===== src/rtl/iptfs_payload_block_parser_defines.svh =====
// assertion macros for the iptfs payload block parser
// used by the modules that carry concurrent checks
`ifndef IPTFS_PAYLOAD_BLOCK_PARSER_DEFINES_SVH
`define IPTFS_PAYLOAD_BLOCK_PARSER_DEFINES_SVH

// implication checked on every clock edge out of reset
`define IPBP_ASSERT(label, clk, rstn, prop, msg) \
    label: assert property (@(posedge clk) disable iff (!rstn) prop) else $error(msg);

// implication checked even during reset
`define IPBP_ASSERT_ALWAYS(label, clk, prop, msg) \
    label: assert property (@(posedge clk) prop) else $error(msg);

`endif


===== src/rtl/ipbp_pkg.sv =====
// shared types and constants for the iptfs payload block parser
// no dependencies
package ipbp_pkg;

    localparam int LenW = 16;

    typedef enum logic [3:0] {
        EV_HEADER   = 4'd0,
        EV_REJECT   = 4'd1,
        EV_CONT     = 4'd2,
        EV_IPV4     = 4'd3,
        EV_IPV6     = 4'd4,
        EV_IPV4_FRAG = 4'd5,
        EV_IPV6_FRAG = 4'd6,
        EV_PAD      = 4'd7,
        EV_UNKNOWN  = 4'd8
    } ev_kind_t;

    // one result transfer
    typedef struct packed {
        logic        all_pad;
        logic [31:0] rx_seq;
        logic [31:0] loss_rate;
        logic [15:0] delay;
        logic [15:0] rtt;
        logic [15:0] offset;
        logic        cc_present;
        logic [15:0] blen;
        logic [15:0] bstart;
        ev_kind_t    kind;
    } ev_t;

    localparam int EvW = $bits(ev_t);

endpackage


===== src/rtl/ipbp_front.sv =====
// front end: per-byte parse state machine, classifies bytes into events
// depends on ipbp_pkg and iptfs_payload_block_parser_defines.svh
module ipbp_front (
    input  logic              aclk,
    input  logic              aresetn,
    input  logic              in_valid,
    output logic              in_ready,
    input  logic [7:0]        data_byte,
    input  logic              first_byte,
    input  logic [15:0]       payload_length,
    output logic              ev_valid,
    output ipbp_pkg::ev_t     ev_data,
    input  logic              ev_ready
);
    import ipbp_pkg::*;
`include "iptfs_payload_block_parser_defines.svh"

    typedef enum logic [2:0] {
        PH_IDLE, PH_HEADER, PH_AFTER_HDR, PH_BLOCK_FIRST, PH_BLOCK_HEAD, PH_SKIP
    } phase_t;

    phase_t       phase_reg, phase_next;
    logic [15:0]  pos_reg, pos_next;
    logic [15:0]  total_reg, total_next;
    logic [127:0] hdr_reg, hdr_next;
    logic         cc_reg, cc_next;
    logic [15:0]  cur_start_reg, cur_start_next;
    logic         cur_v6_reg, cur_v6_next;
    logic [7:0]   len_hi_reg, len_hi_next;
    logic [15:0]  skip_reg, skip_next;

    logic         emit;
    ev_t          ev;
    logic         take;
    logic [7:0]   fl;
    logic [15:0]  left, left_blk, off, blen, rel, lenoff, hend;
    logic [7:0]   nib;
    logic [127:0] hs;

    assign in_ready = ev_ready;
    assign take = in_valid && in_ready;
    assign ev_valid = take && emit;
    assign ev_data = ev;

    assign hend = cc_reg ? 16'd16 : 16'd4;
    assign left = total_reg - pos_reg;
    assign left_blk = total_reg - cur_start_reg;
    assign nib = data_byte & 8'hF0;
    assign rel = pos_reg - cur_start_reg;
    assign lenoff = cur_v6_reg ? 16'd4 : 16'd2;
    assign blen = {len_hi_reg, data_byte};
    // block offset sits in header bytes 2 and 3
    assign off = cc_reg ? hdr_reg[111:96] : hdr_reg[15:0];
    assign fl = data_byte;

    // next-state and event selection
    always_comb begin
        phase_next = phase_reg;
        pos_next = pos_reg;
        total_next = total_reg;
        hdr_next = hdr_reg;
        cc_next = cc_reg;
        cur_start_next = cur_start_reg;
        cur_v6_next = cur_v6_reg;
        len_hi_next = len_hi_reg;
        skip_next = skip_reg;
        emit = 1'b0;
        ev = '0;
        ev.bstart = pos_reg;
        ev.blen = left;
        hs = {hdr_reg[119:0], data_byte};
        if (first_byte) begin
            total_next = payload_length;
            pos_next = 16'd1;
            hdr_next = {120'd0, data_byte};
            len_hi_next = '0;
            skip_next = '0;
            if (payload_length < 16'd4 || fl[7] || (fl[6] && payload_length < 16'd16)) begin
                phase_next = PH_IDLE;
                cc_next = 1'b0;
                emit = 1'b1;
                ev.kind = EV_REJECT;
                ev.bstart = '0;
                ev.blen = payload_length;
            end else begin
                cc_next = fl[6];
                phase_next = PH_HEADER;
            end
        end else if (phase_reg != PH_IDLE && pos_reg < total_reg) begin
            case (phase_reg)
                PH_HEADER: begin
                    hdr_next = hs;
                    if (pos_reg + 16'd1 >= hend) begin
                        emit = 1'b1;
                        ev.kind = EV_HEADER;
                        ev.bstart = '0;
                        ev.blen = hend;
                        ev.cc_present = cc_reg;
                        if (cc_reg) begin
                            ev.offset = hs[111:96];
                            ev.rtt = hs[95:80];
                            ev.delay = hs[79:64];
                            ev.loss_rate = hs[63:32];
                            ev.rx_seq = hs[31:0];
                        end else begin
                            ev.offset = hs[15:0];
                        end
                        phase_next = PH_AFTER_HDR;
                    end
                end
                PH_AFTER_HDR, PH_BLOCK_FIRST: begin
                    if (phase_reg == PH_AFTER_HDR && off != '0) begin
                        emit = 1'b1;
                        ev.kind = EV_CONT;
                        ev.blen = (off < left) ? off : left;
                        skip_next = off - 16'd1;
                        phase_next = (skip_next == '0) ? PH_BLOCK_FIRST : PH_SKIP;
                    end else if (nib == 8'h40 || nib == 8'h60) begin
                        if (left < ((nib == 8'h40) ? 16'd4 : 16'd6)) begin
                            emit = 1'b1;
                            ev.kind = (nib == 8'h40) ? EV_IPV4_FRAG : EV_IPV6_FRAG;
                            phase_next = PH_IDLE;
                        end else begin
                            cur_v6_next = (nib == 8'h60);
                            cur_start_next = pos_reg;
                            len_hi_next = '0;
                            phase_next = PH_BLOCK_HEAD;
                        end
                    end else begin
                        emit = 1'b1;
                        phase_next = PH_IDLE;
                        if (nib == 8'h00) begin
                            ev.kind = EV_PAD;
                            ev.all_pad = (pos_reg == hend);
                        end else begin
                            ev.kind = EV_UNKNOWN;
                        end
                    end
                end
                PH_BLOCK_HEAD: begin
                    if (rel == lenoff) begin
                        len_hi_next = data_byte;
                    end else if (rel == lenoff + 16'd1) begin
                        emit = 1'b1;
                        ev.bstart = cur_start_reg;
                        ev.blen = left_blk;
                        if (blen > left_blk) begin
                            ev.kind = cur_v6_reg ? EV_IPV6_FRAG : EV_IPV4_FRAG;
                            phase_next = PH_IDLE;
                        end else if (blen < lenoff + 16'd2) begin
                            ev.kind = EV_UNKNOWN;
                            phase_next = PH_IDLE;
                        end else begin
                            ev.kind = cur_v6_reg ? EV_IPV6 : EV_IPV4;
                            ev.blen = blen;
                            skip_next = blen - (lenoff + 16'd2);
                            phase_next = (skip_next == '0) ? PH_BLOCK_FIRST : PH_SKIP;
                        end
                    end
                end
                PH_SKIP: begin
                    skip_next = skip_reg - 16'd1;
                    if (skip_next == '0) begin
                        phase_next = PH_BLOCK_FIRST;
                    end
                end
                default: begin
                    phase_next = PH_IDLE;
                end
            endcase
            pos_next = pos_reg + 16'd1;
            if ({1'b0, pos_reg} + 17'd1 >= {1'b0, total_reg}) begin
                phase_next = PH_IDLE;
            end
        end
    end

    // parse state
    always_ff @(posedge aclk) begin
        if (!aresetn) begin
            phase_reg <= PH_IDLE;
            pos_reg <= '0;
            total_reg <= '0;
            cc_reg <= 1'b0;
            skip_reg <= '0;
        end else if (take) begin
            phase_reg <= phase_next;
            pos_reg <= pos_next;
            total_reg <= total_next;
            cc_reg <= cc_next;
            skip_reg <= skip_next;
        end
    end

    // payload state
    always_ff @(posedge aclk) begin
        if (take) begin
            hdr_reg <= hdr_next;
            cur_start_reg <= cur_start_next;
            cur_v6_reg <= cur_v6_next;
            len_hi_reg <= len_hi_next;
        end
    end

    `IPBP_ASSERT(a_skip_nonzero, aclk, aresetn, (phase_reg == PH_SKIP) |-> (skip_reg != '0), "skip phase with zero count")
    `IPBP_ASSERT(a_reject_first, aclk, aresetn, (ev_valid && ev_data.kind == EV_REJECT) |-> first_byte, "reject not on first byte")
    `IPBP_ASSERT(a_ready_follow, aclk, aresetn, in_ready == ev_ready, "input ready not tied to queue")

endmodule


===== src/rtl/ipbp_queue.sv =====
// two-entry event queue between parser and output stage
// depends on ipbp_pkg and iptfs_payload_block_parser_defines.svh
module ipbp_queue (
    input  logic          aclk,
    input  logic          aresetn,
    input  logic          wr_valid,
    output logic          wr_ready,
    input  ipbp_pkg::ev_t wr_data,
    output logic          rd_valid,
    input  logic          rd_ready,
    output ipbp_pkg::ev_t rd_data
);
    import ipbp_pkg::*;
`include "iptfs_payload_block_parser_defines.svh"

    ev_t        mem_reg [2];
    logic       wp_reg, rp_reg;
    logic [1:0] cnt_reg;
    logic       wr, rd;

    assign wr_ready = (cnt_reg != 2'd2);
    assign rd_valid = (cnt_reg != 2'd0);
    assign rd_data = mem_reg[rp_reg];
    assign wr = wr_valid && wr_ready;
    assign rd = rd_valid && rd_ready;

    // storage
    always_ff @(posedge aclk) begin
        if (wr) begin
            mem_reg[wp_reg] <= wr_data;
        end
    end

    // pointers and fill count
    always_ff @(posedge aclk) begin
        if (!aresetn) begin
            wp_reg <= 1'b0;
            rp_reg <= 1'b0;
            cnt_reg <= '0;
        end else begin
            if (wr) wp_reg <= ~wp_reg;
            if (rd) rp_reg <= ~rp_reg;
            cnt_reg <= cnt_reg + {1'b0, wr} - {1'b0, rd};
        end
    end

    `IPBP_ASSERT(a_cnt_range, aclk, aresetn, cnt_reg != 2'd3, "queue count out of range")
    `IPBP_ASSERT(a_ptr_cnt, aclk, aresetn, (cnt_reg == 2'd1) |-> (wp_reg != rp_reg), "pointer mismatch")
    `IPBP_ASSERT(a_full_no_wr, aclk, aresetn, (cnt_reg == 2'd2) |-> !wr, "write into full queue")

endmodule


===== src/rtl/iptfs_payload_block_parser.sv =====
// top level: iptfs payload data block parser
// depends on ipbp_pkg, ipbp_front, ipbp_queue
//
//  channel | dir | tdata                                | tuser
//  s_      | in  | data_byte[7:0], payload_length[23:8] | first_byte
//  m_      | out | event fields, see port comment       | event_kind[3:0]
//
// one byte is taken per cycle while the queue has room; at most one event per byte
// events are registered in a two-entry queue before they reach the output
// input stalls while the queue holds two events, even for bytes that make no event
// reset is synchronous on aresetn and clears parser phase and queue
module iptfs_payload_block_parser (
    input  logic         aclk,
    input  logic         aresetn,
    input  logic         s_tvalid,
    output logic         s_tready,
    input  logic [23:0]  s_tdata,   // data_byte[7:0], payload_length[23:8]
    input  logic         s_tuser,   // first_byte
    output logic         m_tvalid,
    input  logic         m_tready,
    // block_start[15:0], block_length[31:16], cc_present[32], offset_field[48:33],
    // rtt_field[64:49], delay_field[80:65], loss_rate_field[112:81],
    // rx_seq_field[144:113], all_pad[145], zero fill
    output logic [151:0] m_tdata,
    output logic [3:0]   m_tuser    // event_kind[3:0]
);
    import ipbp_pkg::*;

    logic ev_valid, ev_ready;
    ev_t  ev_data, q_data;

    ipbp_front u_front (
        .aclk(aclk), .aresetn(aresetn),
        .in_valid(s_tvalid), .in_ready(s_tready),
        .data_byte(s_tdata[7:0]), .first_byte(s_tuser),
        .payload_length(s_tdata[8 +: LenW]),
        .ev_valid(ev_valid), .ev_data(ev_data), .ev_ready(ev_ready)
    );

    ipbp_queue u_queue (
        .aclk(aclk), .aresetn(aresetn),
        .wr_valid(ev_valid), .wr_ready(ev_ready), .wr_data(ev_data),
        .rd_valid(m_tvalid), .rd_ready(m_tready), .rd_data(q_data)
    );

    assign m_tdata = {6'b000000, q_data[EvW-1:4]};
    assign m_tuser = q_data.kind;

endmodule

===== config.mk =====
export PLATFORM = sky130hd
export DESIGN_NAME = iptfs_payload_block_parser
export DESIGN_NICKNAME = d
export VERILOG_FILES = /design/src/rtl/ipbp_pkg.sv /design/src/rtl/ipbp_front.sv /design/src/rtl/ipbp_queue.sv /design/src/rtl/iptfs_payload_block_parser.sv
export VERILOG_INCLUDE_DIRS = /design/src /design/src/rtl
export SDC_FILE = /design/constraint.sdc
export NUM_CORES = 1
export LEC_CHECK = 0
export ABC_CLOCK_PERIOD_IN_PS = 15150
export BUFFER_PORTS_ARGS = -buffer_cell sky130_fd_sc_hd__clkbuf_2
export CAP_MARGIN = 15
export CORE_MARGIN = 2
export CORE_UTILIZATION = 40
export DETAILED_ROUTE_END_ITERATION = 10
export GPL_TIMING_DRIVEN = 0
export PLACE_DENSITY = 0.59
export SKIP_LAST_GASP = 1
export SLEW_MARGIN = 15
export SYNTH_ARGS = -nofsm -noshare
export SYNTH_HDL_FRONTEND = slang
export SYNTH_SLANG_ARGS = --single-unit

===== constraint.sdc =====
create_clock -name aclk -period 15.15 [get_ports aclk]
set_clock_uncertainty 0.15 [all_clocks]
set_input_delay 0.7575 -clock aclk [delete_from_list [all_inputs] [get_ports aclk]]
set_output_delay 0.7575 -clock aclk [all_outputs]
set_load 0.1 [all_outputs]

==> results.json, run 1 <==
{
  "drt_pass1_iterations": 6,
  "postLayoutSetupSlackWorst_ps": 8560,
  "arrival_ps": 6750,
  "synth_cell_types": 86,
  "place_hpwl_mm": 63.2,
  "drc": 0,
  "synth_area_leaders": "edfxtp_1, mux2_2, ha_1, dfxtp_1, nor2b_1",
  "drive_above_1_share_pct": 18.7,
  "place.gp.congestion": 0.992,
  "clk_pin_slew_worst_paths_ps": 60,
  "area_growth_pct": 15.9,
  "nFillCells": 5945,
  "async_reset_ff_share_pct": 0,
  "drtIter0Drc": 1909,
  "hold_violations": 0,
  "outcome": "finished clean",
  "core_mm2": 0.0645,
  "antenna_left": 0,
  "grt_pass1_wl_mm": 120,
  "ios": 187,
  "min_path_type": "in -> reg",
  "cts_tree": "yes",
  "synth_edf_count": 437,
  "power_mw": 4.99,
  "clockRootBuffer": "clkbuf_16",
  "synthesis.area_mm2": 0.0260,
  "syn_area_per_cell_um2": 11.6,
  "clock-sinks": 494,
  "cts_buffers": 53,
  "seq_area_frac_synth_pct": 54.8,
  "post-cts-setup-buffers": 0,
  "critPathRequiredTime_ps": 15310,
  "row_count": 93,
  "overflow": 0,
  "largest_register_ffs": 300,
  "period_share_pct": 43.5,
  "critPathLaunchType": "flop",
  "synthesis.instances": 2247,
  "diodes": 0,
  "fp.dieH_um": 259,
  "grt_antenna_before_repair": 1,
  "numPortBuffers": 179,
  "cap_viol_max_count": 0,
  "mostFrequentLayoutCells": "edfxtp_1, clkbuf_2, mux2_2",
  "post-route-min-period_ps": 6590,
  "die_w_um": 259,
  "grt_max_degree": 52,
  "end_kind": "flop",
  "clockBufferDepth": 3,
  "routed_wl_mm": 81.9,
  "maxSlewHeadroom_pct": 22.5,
  "fin_util_pct": 46.8,
  "worstSetupPathType": "reg -> reg",
  "ir_worst_vdd_mv": 0.0942,
  "rsz0062_at_grt": "false",
  "preCtsSetupSlack_ps": 8690,
  "holdBufCountCts": 0,
  "grt_pass1_vias": 18500,
  "yosysTopAreaCell": "edfxtp_1",
  "track_usage_pct": 23.9,
  "placed_cell_area_mm2": 0.0285,
  "ys.flop_type": "edfxtp_1",
  "timing.fmax_mhz": 152,
  "clk_latency_ps": 620,
  "num-nets-final": 2639,
  "post_cts_resized": 0,
  "ys_ff_latch": 494,
  "p_per_area_mw_per_mm2": 165,
  "start_util_pct": 40.4,
  "setup_viol": 0,
  "drv_slew": 0,
  "synth_top_area_share_pct": 50.4,
  "wl_per_cell_um": 24.1,
  "die-area_mm2": 0.0672,
  "via_per_inst": 5.63,
  "dr_total_vias": 19100,
  "worst_pin_slew_ps": 1150,
  "cts-htree-levels": 2,
  "final_common_cell": "edfxtp_1",
  "fin_area_mm2": 0.0302,
  "crit_fanout": 24,
  "cellLeakagePower_nw": 10.8,
  "yosys_warnings": 0
}
-- final timing paths --
check                                                     start                            endpoint  slack [ps]  cells after the start
worst max-delay path            u_front.pos_reg[0]$_SDFFE_PN0P_    u_queue.mem_reg[0][85]$_DFFE_PP_        8560                     17
worst min-delay path                                 s_tdata[8]   u_front.total_reg[0]$_SDFFE_PN0P_         290                      3
worst max register to register  u_front.pos_reg[0]$_SDFFE_PN0P_    u_queue.mem_reg[0][85]$_DFFE_PP_        8560                     17
worst min register to register  u_front.pos_reg[3]$_SDFFE_PN0P_  u_front.cur_start_reg[3]$_DFFE_PP_         330                      0
-- cell usage after synthesis, types with 5 or more instances --
| cell type | number |
|---|---|
| nor4_1 | 21 |
| a221oi_1 | 9 |
| o21a_1 | 20 |
| buf_1 | 8 |
| o31ai_1 | 10 |
| ha_1 | 105 |
| a21o_1 | 21 |
| a21oi_1 | 111 |
| nand4_1 | 19 |
| o221ai_1 | 8 |
| o31a_1 | 6 |
| or4_1 | 19 |
| o21bai_1 | 5 |
| and3_1 | 17 |
| a22o_1 | 16 |
| dfxtp_1 | 57 |
| o22ai_1 | 7 |
| o211ai_1 | 18 |
| nand2_1 | 132 |
| buf_4 | 6 |
| nor3_1 | 60 |
| edfxtp_1 | 437 |
| a211oi_1 | 15 |
| nand2b_1 | 23 |
| and2_1 | 102 |
| nand3_1 | 33 |
| and4_1 | 5 |
| o21ai_0 | 96 |
| nor2b_1 | 125 |
| mux2i_1 | 30 |
| inv_1 | 101 |
| nor4b_1 | 6 |
| nor2_1 | 126 |
| mux2_2 | 157 |
| buf_2 | 8 |
| or2_2 | 10 |
| clkbuf_1 | 91 |
| or3_1 | 12 |
| xor2_1 | 26 |
| a22oi_1 | 14 |
| nor3b_1 | 5 |
| xnor2_1 | 60 |
| a31oi_1 | 10 |
-- layout make-up --
type / count / area, um^2 / area share (%)
sequential: 494 / 14300 / 47.3
buffer: 114 / 468 / 1.55
clock buffer: 66 / 1380 / 4.56
timing repair buffer: 195 / 1290 / 4.27
tap: 855 / 1070 / 3.54
multi-input combinational: 1540 / 11000 / 36.4
clock inverter: 33 / 343 / 1.14
inverter: 104 / 390 / 1.29
-- routing by layer --
layer	vias to the layer above	part of all wire [%]	global-route usage, %	routed length, um
met2	664	46	38.6	37800
met5	-	0	0	0
li1	8809	-	-	-
met3	122	6.9	4.61	5690
met1	9549	44	33.2	36400
met4	0	2.4	6.02	1960
-- power by group --
| part | switching [mW] | total (mW) | internal, mW |
|---|---|---|---|
| combinational | 1.57 | 2.05 | 0.483 |
| clock | 0.547 | 1.28 | 0.734 |
| sequential | 0.0704 | 1.66 | 1.59 |
-- critical path, stage by stage (launching register included) --
cell      delay (ps)
dfxtp_1          680
inv_1            160
ha_1             270
fa_1             470
nor2b_1          260
o31a_1           270
o21ai_1          160
o21ai_0          220
xor2_1           110
a211oi_1         440
nand4_1          770
and3_1           500
a221oi_2         520
nor2b_4          410
buf_12           240
buf_16           200
buf_12           210
buf_16           190
-- cells by family after synthesis --
family                   count (synthesis)  share of synthesized area (%)
AO/OA/AOI/OAI                          423                           10.7
XOR/XNOR                                86                           2.89
adder cells (fa/ha/maj)                108                           5.28
buffers and inverters                  218                           3.30
flip-flops                             494                           54.8
multiplexers                           187                           7.94
other                                    1                         0.0144
AND/OR/NAND/NOR                        730                           15.1
-- stage by stage --
| step | std cells | setup TNS [ps] | hold slack [ps] |
|---|---|---|---|
| after CTS | 3401 | 0 | 267 |
| after global placement | 3286 | -212620 | 310 |
| after global routing | 3401 | 0 | 277 |
| after floorplan | 2252 | 0 | 279 |
| after detailed placement | 3302 | 0 | 312 |
| final | 3401 | 0 | 294 |
No activity file was read; power rests on OpenSTA's default activity.
==> run 2: changes to the inputs <==
ABC_CLOCK_PERIOD_IN_PS = 6400   (was 15150)
clock period = 6.4 ns   (was 15.15 ns; I/O delays follow)
==> run 2 against run 1 <==
First-iteration DRC count grew 2.8%. Wire length up 3.5%. Flip-flop and latch count unchanged. Sequential share of layout area shrank 0.43 points. Final cell count up 0.88%. Worst hold slack got worse by 160 ps. Sequential power grew 130%. Global-route usage increased by 0.76 points. Core utilization rose by 0.43 points. Critical path depth grew 6. Combinational power increased by 140%. Critical path type unchanged.
==> results.json, run 2 (same netlist as run 1, synthesis figures left out) <==
{
  "hold_violations": 0,
  "power_switching_mw": 5.23,
  "place_hpwl_mm": 65.1,
  "critPathLaunchType": "flop",
  "die_w_um": 259,
  "fin_util_pct": 47.2,
  "critPathMaxStageDelay_ps": 460,
  "core_mm2": 0.0645,
  "place.gp.congestion": 0.976,
  "antenna_left": 0,
  "r2r-start": "u_front.cur_start_reg[1]$_DFFE_PP_",
  "intPower_mw": 6.54,
  "clock-sinks": 494,
  "area_growth_pct": 17.0,
  "drtIter0Drc": 1963,
  "via_per_inst": 5.65,
  "grt_max_degree": 56,
  "setup_viol": 0,
  "grt_pass1_wl_mm": 123,
  "cellLeakagePower_nw": 10.9,
  "critPathRequiredTime_ps": 6560,
  "crit_start": "u_front.cur_start_reg[1]$_DFFE_PP_",
  "drt_pass1_iterations": 8,
  "path_delay_family": "compound AO/OA/AOI/OAI gates",
  "crit_fanout": 10,
  "mostFrequentLayoutCells": "edfxtp_1, clkbuf_2, mux2_2",
  "fin_cells": 3431,
  "period_share_pct": 99.2,
  "p_per_area_mw_per_mm2": 386,
  "cts_tree": "yes",
  "drv_slew": 0,
  "ios": 187,
  "end_kind": "flop",
  "overflow": 0,
  "placed_cell_area_mm2": 0.0284,
  "pwr-share-seq_pct": 33.2,
  "min-delay-start": "s_tdata[2]",
  "numPortBuffers": 179,
  "rsz0062_at_grt": "false",
  "cap_viol_max_count": 0,
  "tns_ps": 0,
  "grt_antenna_before_repair": 5,
  "final_common_cell": "edfxtp_1",
  "cts-htree-levels": 2,
  "track_usage_pct": 24.7,
  "fin_area_mm2": 0.0305,
  "worst_pin_slew_ps": 1140,
  "clk_pin_slew_worst_paths_ps": 60,
  "worstSetupPathType": "reg -> reg",
  "clockRootBuffer": "clkbuf_16",
  "ir_worst_vdd_mv": 0.369,
  "timing.fmax_mhz": 157,
  "worst-path-buf-inv": 3,
  "p_clk_share_pct": 24.6,
  "worstPathCellList": "inv_2, ha_1, nor2b_1, o31a_1, o31a_1, o211ai_1, nand2_1, a41o_1, o41a_1, xnor2_2, ha_1, nand4_1, nor2_4, o221ai_2, o211a_1, a31oi_4, nor2_4, buf_2, buf_2, nand2_1, o21ai_0, a22oi_1, o211ai_1",
  "switching_share_pct": 44.4,
  "numPlacedInstances": 3302,
  "drive_above_1_share_pct": 19.3,
  "wl_per_cell_um": 24.7,
  "cts_buffers": 53,
  "maxSlewHeadroom_pct": 23.0,
  "largest_register_ffs": 300,
  "start_util_pct": 40.4,
  "clk_latency_ps": 620,
  "dr_total_vias": 19400,
  "die-area_mm2": 0.0672,
  "reg2reg_slack_ps": 50,
  "clockBufferDepth": 3,
  "min_path_type": "in -> reg",
  "comb_power_share_pct": 42.2,
  "arrival_ps": 6510,
  "fp.dieH_um": 259,
  "outcome": "finished clean",
  "slowest_stage": "edfxtp_1",
  "num-nets-final": 2675,
  "post-route-min-period_ps": 6350,
  "row_count": 93,
  "routed_wl_mm": 84.7,
  "grt_pass1_vias": 18700,
  "drc": 0
}
==> run 2: changes by cell type in the layout (fill, tap and decap cells not counted), moves of 2 or more <==
cell / before / now
and2_2: 0 / 2
buf_16: 11 / 9
buf_2: 8 / 10
buf_4: 6 / 18
bufinv_16: 5 / 2
clkbuf_1: 104 / 99
clkinv_2: 10 / 7
dlygate4sd3_1: 0 / 24
nor2_1: 126 / 124
nor2_4: 0 / 2
o21ai_0: 96 / 93
o21ai_1: 4 / 6
xor2_1: 26 / 24
xor2_2: 0 / 2
==> run 2: final cells by class <==
| class | instances | area (um^2) |
|---|---|---|
| Clock buffer | 64 | 1380 |
| Tap cell | 855 | 1070 |
| Sequential cell | 494 | 14300 |
| Timing Repair Buffer | 229 | 1570 |
| Multi-Input combinational cell | 1542 | 11100 |
| Clock inverter | 28 | 233 |
| Buffer | 114 | 470 |
| Fill cell | 5989 | 34000 |
| Antenna cell | 1 | 2.50 |
| Inverter | 104 | 390 |
==> run 2: repair_timing <==
item,4_1_cts,5_1_grt
gates cloned,1,1
hold endpoints to repair,28,0
pin swaps,1,2
gates resized for setup,12,12
setup endpoints to repair,149,184
hold buffers,24,0
setup buffers,7,3
==> run 2: path summary, 6_finish.rpt <==
kind / endpoint / depth (start not counted)
max: u_queue.mem_reg[1][28]$_DFFE_PP_ / 23
min reg2reg: u_front.cur_start_reg[8]$_DFFE_PP_ / 0
max reg2reg: u_queue.mem_reg[1][28]$_DFFE_PP_ / 23
min: u_front.hdr_reg[2]$_DFFE_PP_ / 1
==> run 2: layer usage <==
metal	global-route usage (%)	part of all wire, %	vias up
li1	-	-	8892
met2	39.1	45	724
met4	7.20	2.9	0
met5	0	0	-
met3	4.08	7.5	145
met1	35.0	44	9629
==> run 2: power by group through the flow <==
stage               logic (mW)  registers [mW]  clock network (mW)
floorplan                 3.78            3.91                   0
global placement          4.81            4.00                   0
detailed placement        4.88            3.97                   0
CTS                       4.93            3.91                2.96
global route              5.18            3.92                3.07
finish                    4.97            3.90                2.89
==> run 2: metrics by stage <==
step                      total power, mW  hold WS, ps  setup WS [ps]
after floorplan                      7.69          269           97.6
after global placement               8.81          293          -2680
after detailed placement             8.85          294           -848
after CTS                            11.8         91.9           3.94
after global routing                 12.2          109           12.5
final                                11.8          132           50.1
